<file path="config.mk">
export PLATFORM = sky130hd
export DESIGN_NAME = ts_pid_boost_stuffing_replace_unit
export DESIGN_NICKNAME = d
export VERILOG_FILES = /design/src/rtl/tspb_pkg.sv /design/src/rtl/tspb_rewrite.sv /design/src/rtl/tspb_out_buf.sv /design/src/rtl/ts_pid_boost_stuffing_replace_unit.sv
export SDC_FILE = /design/constraint.sdc
export NUM_CORES = 1
export LEC_CHECK = 0
export BUFFER_PORTS_ARGS = -buffer_cell sky130_fd_sc_hd__buf_2
export CAP_MARGIN = 20
export CORE_MARGIN = 10
export CORE_UTILIZATION = 45
export DETAILED_ROUTE_END_ITERATION = 10
export HOLD_SLACK_MARGIN = 0.03
export MAX_ROUTING_LAYER = met4
export PLACE_DENSITY = 0.67
export SYNTH_ARGS = -nofsm -noshare
export SYNTH_HDL_FRONTEND = slang
export SYNTH_SLANG_ARGS = --single-unit
</file>
<file path="constraint.sdc">
create_clock -name clk -period 3.05 [get_ports clk]
set_clock_uncertainty 0.2 [all_clocks]
set_input_delay 0 -clock clk [delete_from_list [all_inputs] [get_ports clk]]
set_output_delay 0 -clock clk [all_outputs]
set_load 0.02 [all_outputs]
</file>
<file path="src/rtl/tspb_pkg.sv">
// Shared constants and types for the transport stream PID boost and stuffing replacement unit.
package tspb_pkg;

  // Packet geometry
  localparam int unsigned WORDS_PER_PACKET = 47;
  localparam int unsigned POS_W            = 6;

  // Header and adaptation field bytes
  localparam logic [12:0] NULL_PID       = 13'h1FFF;
  localparam logic [7:0]  SYNC_BYTE      = 8'h47;
  localparam logic [7:0]  AF_ONLY_FLAGS  = 8'h20;
  localparam logic [7:0]  AF_LENGTH      = 8'd183;
  localparam logic [7:0]  AF_EMPTY_FLAGS = 8'h00;
  localparam logic [7:0]  STUFF_BYTE     = 8'hFF;
  localparam logic [15:0] PENDING_MAX    = 16'hFFFF;

  // Configuration register indexes
  typedef logic [1:0] cfg_index_t;
  localparam cfg_index_t CFG_TARGET_PID  = 2'd0;
  localparam cfg_index_t CFG_ADD_PACKETS = 2'd1;
  localparam cfg_index_t CFG_IN_PACKETS  = 2'd2;

  // One result word with its sideband flags
  typedef struct packed {
    logic        overflow;
    logic        replaced;
    logic        first;
    logic [31:0] word;
  } ts_result_t;

endpackage

</file>
<file path="src/rtl/tspb_rewrite.sv">
// Per-word packet classification, period counting and null packet rewriting.
module tspb_rewrite
  import tspb_pkg::*;
(
  input  logic        clk,
  input  logic        rst,
  input  logic        cfg_we,
  input  cfg_index_t  cfg_index,
  input  logic [15:0] cfg_wdata,
  input  logic        accept,
  input  logic [31:0] data_word,
  input  logic        first_word,
  output ts_result_t  result
);

  logic [12:0]      target_pid;
  logic [7:0]       add_packets;
  logic [15:0]      in_packets;

  logic [15:0]      period_countdown, period_countdown_next;
  logic [15:0]      pending_adds, pending_adds_next;
  logic [3:0]       last_continuity, last_continuity_next;
  logic             rewriting, rewriting_next;
  logic [POS_W-1:0] word_position, word_position_next;

  logic [12:0]      pid;
  logic [15:0]      cd_loaded;
  logic [16:0]      sum;

  // Configuration registers
  always_ff @(posedge clk) begin
    if (rst) begin
      target_pid  <= 13'h1FFF;
      add_packets <= 8'd1;
      in_packets  <= 16'd1;
    end else if (cfg_we) begin
      case (cfg_index)
        CFG_TARGET_PID:  target_pid  <= cfg_wdata[12:0];
        CFG_ADD_PACKETS: add_packets <= cfg_wdata[7:0];
        CFG_IN_PACKETS:  in_packets  <= cfg_wdata;
        default: ;
      endcase
    end
  end

  assign pid       = data_word[20:8];
  assign cd_loaded = (period_countdown == 16'd0) ? in_packets : period_countdown;
  assign sum       = {1'b0, pending_adds} + {9'd0, add_packets};

  // Work out the result word and the state after this word
  always_comb begin
    period_countdown_next = period_countdown;
    pending_adds_next     = pending_adds;
    last_continuity_next  = last_continuity;
    rewriting_next        = rewriting;
    word_position_next    = word_position;
    result.word           = data_word;
    result.first          = first_word;
    result.replaced       = 1'b0;
    result.overflow       = 1'b0;
    if (first_word) begin
      word_position_next = '0;
      rewriting_next     = 1'b0;
      if (pid == target_pid) begin
        if (period_countdown == 16'd0) begin
          result.overflow   = (pending_adds != 16'd0);
          pending_adds_next = sum[16] ? PENDING_MAX : sum[15:0];
        end
        period_countdown_next = (cd_loaded != 16'd0) ? cd_loaded - 16'd1 : 16'd0;
        last_continuity_next  = data_word[3:0];
      end else if (pid == NULL_PID && pending_adds != 16'd0) begin
        pending_adds_next = pending_adds - 16'd1;
        rewriting_next    = 1'b1;
        result.replaced   = 1'b1;
        result.word       = {SYNC_BYTE, 3'b000, target_pid, AF_ONLY_FLAGS[7:4],
                             last_continuity};
      end
    end else begin
      if (word_position < POS_W'(WORDS_PER_PACKET)) begin
        word_position_next = word_position + POS_W'(1);
      end
      if (rewriting && word_position_next < POS_W'(WORDS_PER_PACKET)) begin
        result.replaced = 1'b1;
        if (word_position_next == POS_W'(1)) begin
          result.word = {AF_LENGTH, AF_EMPTY_FLAGS, STUFF_BYTE, STUFF_BYTE};
        end else begin
          result.word = {4{STUFF_BYTE}};
        end
      end else begin
        rewriting_next = 1'b0;
      end
    end
  end

  // Advance the stream state on each accepted transfer
  always_ff @(posedge clk) begin
    if (rst) begin
      period_countdown <= '0;
      pending_adds     <= '0;
      last_continuity  <= '0;
      rewriting        <= 1'b0;
      word_position    <= '0;
    end else if (accept) begin
      period_countdown <= period_countdown_next;
      pending_adds     <= pending_adds_next;
      last_continuity  <= last_continuity_next;
      rewriting        <= rewriting_next;
      word_position    <= word_position_next;
    end
  end

`ifndef SYNTHESIS
  a_hold_when_idle: assert property (@(posedge clk) disable iff (rst)
    !accept |=> $stable(pending_adds) && $stable(word_position) && $stable(rewriting))
    else $error("stream state moved without a transfer");
  a_pending_only_on_header: assert property (@(posedge clk) disable iff (rst)
    accept && !first_word |=> $stable(pending_adds))
    else $error("pending count changed on a body word");
  a_rewrite_consumes: assert property (@(posedge clk) disable iff (rst)
    accept && first_word && result.replaced |=> pending_adds == $past(pending_adds) - 16'd1)
    else $error("rewritten header did not consume a pending insertion");
  a_position_bound: assert property (@(posedge clk) disable iff (rst)
    word_position <= POS_W'(WORDS_PER_PACKET))
    else $error("word position beyond packet length");
`endif

endmodule

</file>
<file path="src/rtl/tspb_out_buf.sv">
// Two-entry output buffer that parts the input and output handshakes.
module tspb_out_buf
  import tspb_pkg::*;
(
  input  logic       clk,
  input  logic       rst,
  input  logic       in_valid,
  output logic       in_ready,
  input  ts_result_t in_data,
  output logic       out_valid,
  input  logic       out_ready,
  output ts_result_t out_data
);

  ts_result_t mem [2];
  logic       wr_ptr;
  logic       rd_ptr;
  logic [1:0] count;
  logic       push;
  logic       pop;

  assign in_ready  = (count != 2'd2);
  assign out_valid = (count != 2'd0);
  assign push      = in_valid && in_ready;
  assign pop       = out_valid && out_ready;
  assign out_data  = mem[rd_ptr];

  // Store an incoming result
  always_ff @(posedge clk) begin
    if (push) begin
      mem[wr_ptr] <= in_data;
    end
  end

  // Track fill level and pointers
  always_ff @(posedge clk) begin
    if (rst) begin
      wr_ptr <= 1'b0;
      rd_ptr <= 1'b0;
      count  <= 2'd0;
    end else begin
      if (push) wr_ptr <= ~wr_ptr;
      if (pop)  rd_ptr <= ~rd_ptr;
      if (push && !pop) begin
        count <= count + 2'd1;
      end else if (pop && !push) begin
        count <= count - 2'd1;
      end
    end
  end

`ifndef SYNTHESIS
  a_count_bound: assert property (@(posedge clk) disable iff (rst)
    count <= 2'd2)
    else $error("output buffer overfilled");
  a_fill_step: assert property (@(posedge clk) disable iff (rst)
    push && !pop |=> count == $past(count) + 2'd1)
    else $error("output buffer lost a transfer");
  a_ptr_consistent: assert property (@(posedge clk) disable iff (rst)
    (count == 2'd1) |-> (wr_ptr != rd_ptr))
    else $error("output buffer pointers disagree with fill level");
`endif

endmodule

</file>
<file path="src/rtl/ts_pid_boost_stuffing_replace_unit.sv">
// Results are registered in the output buffer. Throughput: one 32-bit word per cycle
// unless the buffer is full; all packet logic sits between the input port and a two-entry
// output buffer, so s_tready stays high while one result waits.
// Reset (rst, synchronous): clears period, pending, continuity and position state,
// loads register defaults (target PID 8191, add 1, period 1) and empties the buffer.
// Top level: transport stream PID boost by rewriting null stuffing packets.
module ts_pid_boost_stuffing_replace_unit
  import tspb_pkg::*;
(
  input  logic        clk,
  input  logic        rst,
  input  logic        s_tvalid,
  output logic        s_tready,
  input  logic [31:0] s_tdata,   // [31:0] data_word
  input  logic [0:0]  s_tuser,   // [0] first_word
  output logic        m_tvalid,
  input  logic        m_tready,
  output logic [31:0] m_tdata,   // [31:0] out_word
  output logic [2:0]  m_tuser,   // [0] out_first, [1] replaced, [2] overflow
  input  logic        cfg_we,
  input  logic [1:0]  cfg_index,
  input  logic [15:0] cfg_wdata
);

  ts_result_t result;
  ts_result_t out_data;
  logic       accept;

  assign accept = s_tvalid && s_tready;

  // Classify and rewrite each word
  tspb_rewrite u_rewrite (
    .clk        (clk),
    .rst        (rst),
    .cfg_we     (cfg_we),
    .cfg_index  (cfg_index),
    .cfg_wdata  (cfg_wdata),
    .accept     (accept),
    .data_word  (s_tdata),
    .first_word (s_tuser[0]),
    .result     (result)
  );

  // Hold results for the master side
  tspb_out_buf u_out_buf (
    .clk       (clk),
    .rst       (rst),
    .in_valid  (s_tvalid),
    .in_ready  (s_tready),
    .in_data   (result),
    .out_valid (m_tvalid),
    .out_ready (m_tready),
    .out_data  (out_data)
  );

  assign m_tdata = out_data.word;
  assign m_tuser = {out_data.overflow, out_data.replaced, out_data.first};

endmodule
</file>
# Yosys cells after proc, flatten, opt, wreduce, memory -nomap -nowiden
# Memories as Yosys holds them, arrays and structs flattened. A register that Yosys moved wholly into a read port is not among the register bits.
# Index checks and enable logic that the tools add are counted.
# Widths: inputs -> output; s select.
# totals
regBits	84
ramBits	70
inputBits	56
out_inout_bits	37
wordCells	80
memories	1
# classes
n_addsub	6
magnitude_cmp	2
n_eq_ne	8
n_mux	29
bitwise	2
reduce_logical	21
# memory_table
name	words	width	rd	rd_ports_with_merged_regs	wr	line_no	rtl
u_out_buf.mem	2	35	1	1	1	tspb_out_buf.sv:15	ts_result_t mem [2];
# op_table
cell	n
$mux 32	4
$mux 16	6
$reduce_bool 16->1	2
$sub 16x1->16 const B	2
$mux 31	1
$mux 6	3
$add 16x8->17	1
$logic_not 16->1	1
$eq 13x13->1	1
$eq 13x13->1 const B	1
$mux 1	13
$lt 6x6->1 const B	2
$reduce_and 2->1	4
$add 6x1->6 const B	1
$eq 6x1->1 const B	1
$logic_and 1x1->1	6
$reduce_bool 2->1	3
$mux 2	2
$ne 2x2->1 const B	2
$reduce_and 4->1	1
$reduce_and 3->1	1
$add 2x1->2 const B	1
$eq 2x1->1 const B	1
$eq 2x2->1 const B	1
5 further kinds	7

# Longest topological paths before layout
# logic_depth
word_depth	7
depth_mapped	11

# By module
# From an unflattened synthesis, not the netlist that was laid out.
# unflattened
cells_unflattened	837
hier_area_um2	8111.5
# by_module_without_submodules
mod	n_inst	cells_each	area_per_inst_um2
tspb_rewrite	1	703	5366.4
tspb_out_buf	1	133	2738.9
ts_pid_boost_stuffing_replace_unit	1	1	6.3

# Worst setup path before layout
# No wires, ideal clock.
# synth_path
path_type	flip-flop to flip-flop
start	register u_rewrite.period_countdown[3]
end	register u_rewrite.period_countdown[8]
setup_time_ns	0.115
arrival_ns	2.627
t_required_ns	2.735
path_slack_ns	0.108
path_stages_with_launch	12
path_buffers	1
period_less_slack_ns	2.942
path_cell_list	dfxtp_1 > nor3_4 > nand4_2 > nor2_2 > clkbuf_1 > a21oi_1 > ha_1 > o311ai_2 > or2_2 > o311ai_1 > nor2_1 > o21a_1
# synth_via
elab_chain_cells	4
word_cells_on_any_way	5
classes_between	1 x add/sub; 2 x mux; 2 x reduce/logical
# synth_lines
element	line_no	rtl
from (decl)	tspb_rewrite.sv:20	logic [15:0] period_countdown, period_countdown_next;
from (signal assigned)	tspb_rewrite.sv:104	period_countdown <= period_countdown_next;
$logic_not 16->1	tspb_rewrite.sv:47	assign cd_loaded = (period_countdown == 16'd0) ? in_packets : period_countdown;
$mux 16 *	tspb_rewrite.sv:47	
$sub 16x1->16 / $reduce_bool 16->1 (equally long branches)	tspb_rewrite.sv:69	period_countdown_next = (cd_loaded != 16'd0) ? cd_loaded - 16'd1 : 16'd0;
$mux 16 *	tspb_rewrite.sv:69	
# Every way passes the cells marked *; elsewhere a longest branch is shown, timed or not.
# A chain may end at the register's enable or synchronous reset.

# Worst setup path after layout
# layout_path
start	register u_rewrite.period_countdown[14]
end	register u_rewrite.period_countdown[15]
# The elaborated chain is that of the path after synthesis.

==> out/qor.csv <==
metric,value,unit
status,"finished, final reports clean",
power.density,583,nW/um^2
wl_met1,10100,um
synth_warnings,0,
synth_edf_count,70,
synthesis.nets,925,
vias,7189,
clockBufferDepth,2,
highest_layer,met4,
dp_cells,1169,
ios,93,
fin_crit_sh,92.7,%
synth_area,8090,um^2
syn_avg_cell_area,9.45,um^2
worstSetupEndpointType,register,
numPortBuffers,92,
syn_to_final_growth,25.6,%
synth.area.mux_share,8.99,%
initial_core_util,46.3,%
rsz0062_at_grt,no,
drtAntennaViolNets,0,
ys.flop_type,dfxtp_1,
finalWeightedCongestion,0.910,
worstPathArrival,2.97,ns
dieWidth,154,um
cp_max_fo,7,
synth-seq-cells,155,
final_common_cell,nand2_1,
met3_length,1630,um
avgRoutedWirePerCell,17.5,um
critPathLaunchType,register,
drc,0,
crit_required,3.19,ns
first_iter_violations,711,
setup_tns,0,ns
synth_fa_ha_area_share,2.10,%
yosysUniqueCellTypes,75,
finalMaxSlewViolations,0,
avgViaCountPerCell,5.71,
synth-async-reset-ratio,0,%
gr-total-overflow,0,
cts_tree,yes,
htree_levels,4,
core-area,17500,um^2
grt_pass1_wl,36000,um
numCtsBuffers,17,
stdcell_count,1258,
syn_inst,856,
final_cell_mix,"nand2_1, buf_2, dfxtp_1",
cts_sinks,155,
synth-xor-area-share,3.03,%
die_area,23700,um^2
p_leak,3.88,nW
wl_met2,9970,um
critPathKind,reg2reg,
grt_pass1_vias,6925,
finalHoldViolations,0,
antenna_cells,0,
ys_seq_area_share,47.0,%
fmax,354,MHz
setup_viol,0,
hold_class,in2reg,
insertion_delay,0.43,ns
synth_compound_area_share,15.3,%
drv_cap,0,
post-route-min-period,2.83,ns
antenna_found_initial,0,
synth_top_family_by_area,simple AND/OR/NAND/NOR gates,
dp_hpwl,15500,um
slew_headroom,46.2,%
grt_max_degree,52,
num-nets-final,1089,
drt_first_pass_iters,5,
drive_gt1_share,21.9,%
clockRootBuffer,clkbuf_16,
cts.clk_slew.worst_paths,0.07,ns
drt-total-wl,22000,um
rows,48,
synth-simple-area-share,20.7,%
tightest_slew,0.807,ns
chipHeight,154,um
grt_util_all_layers,18.9,%
peakVddDrop,0.426,mV
## repair_timing
| action | CTS | global route |
|---|---|---|
| hold buffers | 57 | 0 |
| endpoints found under the hold margin | 127 | 0 |
| resized for setup | 0 | 7 |
| buffers inserted | 0 | 0 |
| setup endpoints to repair | 0 | 26 |
## synthesized netlist by cell type, types with 4 or more instances
cell / number / area [um^2]
inv_1: 16 / 60.1
edfxtp_1: 70 / 2100
nor3_1: 26 / 130
nand3_1: 29 / 145
or3_1: 14 / 87.6
nor2_1: 72 / 270
and3_1: 9 / 56.3
a21oi_1: 70 / 350
nand2_1: 117 / 439
o21ai_1: 4 / 20.0
nor3b_1: 4 / 30.0
xor2_1: 7 / 61.3
clkbuf_1: 34 / 128
ha_1: 12 / 150
xnor2_1: 21 / 184
dfxtp_1: 85 / 1700
mux2_2: 36 / 405
nand4_1: 14 / 87.6
o21ai_0: 45 / 225
a211oi_1: 9 / 67.6
o31ai_1: 6 / 45.0
nand2b_1: 6 / 37.5
a221oi_1: 4 / 35.0
a31oi_1: 9 / 56.3
o211ai_1: 11 / 82.6
a21o_1: 5 / 37.5
mux2i_1: 31 / 310
o32ai_1: 4 / 35.0
nand3b_1: 6 / 45.0
nor4_1: 10 / 62.6
## worst max-delay path: stages (launching register included)
cell and delay, ns:
dfxtp_1 0.45, nor3_4 0.09, and4_1 0.28, a31o_2 0.31
or4_4 0.57, or4_4 0.44, mux2i_1 0.13, o32ai_1 0.24
## metrics by stage
stage	hold WS [ns]	instance area [um^2]	utilization, %	setup WS (ns)	power [mW]
2_1_floorplan	-0.101	8090	-	0.108	3.34
3_3_place_gp	0.0498	8950	51.2	0.195	3.74
3_5_place_dp	0.0502	8950	51.2	0.150	3.75
4_1_cts	0.0583	10100	58.0	0.119	5.96
5_1_grt	0.133	10200	58.2	0.0183	6.18
6_report	0.0636	10200	58.2	0.223	5.92
## worst paths after layout
check                                                                  from  depth (start not counted)  slack [ns]                                          end
worst max register to register  u_rewrite.period_countdown[14]$_SDFFE_PP0P_                          7        0.22  u_rewrite.period_countdown[15]$_SDFFE_PP0P_
worst min-delay path                                                 cfg_we                          4        0.06         u_rewrite.in_packets[5]$_SDFFE_PP0P_
worst max-delay path            u_rewrite.period_countdown[14]$_SDFFE_PP0P_                          7        0.22  u_rewrite.period_countdown[15]$_SDFFE_PP0P_
worst min register to register    u_rewrite.last_continuity[2]$_SDFFE_PP0P_                          2        0.25    u_rewrite.last_continuity[2]$_SDFFE_PP0P_
## registers in the layout, summed over array words and instances (netlist names), named ones only
register,flops
u_out_buf.count,2
u_out_buf.mem,70
u_out_buf.rd_ptr,1
u_out_buf.wr_ptr,1
u_rewrite.add_packets,8
u_rewrite.in_packets,16
u_rewrite.last_continuity,4
u_rewrite.pending_adds,16
u_rewrite.period_countdown,16
u_rewrite.rewriting,1
u_rewrite.target_pid,13
u_rewrite.word_position,6
## where the power goes
group / total [mW] / internal (mW) / switching, mW
clock network: 2.16 / 1.22 / 0.940
logic: 1.28 / 0.520 / 0.762
registers: 2.48 / 2.41 / 0.0715
total: 5.92 / 4.15 / 1.77
## area by class of cell
class                           count  area, um^2
Inverter                           17        63.8
Multi-Input combinational cell    643        4100
Sequential cell                   155        3800
Clock inverter                     12         109
Tap cell                          225         282
Fill cell                        1530        7310
Clock buffer                       20         500
Timing Repair Buffer              186        1310
## logic make-up (layout without fill, tap and decap cells)
group / Yosys count / count (layout)
AND/OR/NAND/NOR: 337 / 337
AO/OA/AOI/OAI: 197 / 197
flip-flops: 155 / 155
multiplexers: 68 / 68
buffers and inverters: 58 / 235
XOR/XNOR: 28 / 28
adder cells (fa/ha/maj): 13 / 13
## metal layers
layer	track usage, %	vias up
met5	-	-
met4	5.76	0
met3	4.18	29
met2	28.2	269
met1	25.0	3384
li1	-	3507
(Power assumes the default switching activity.)
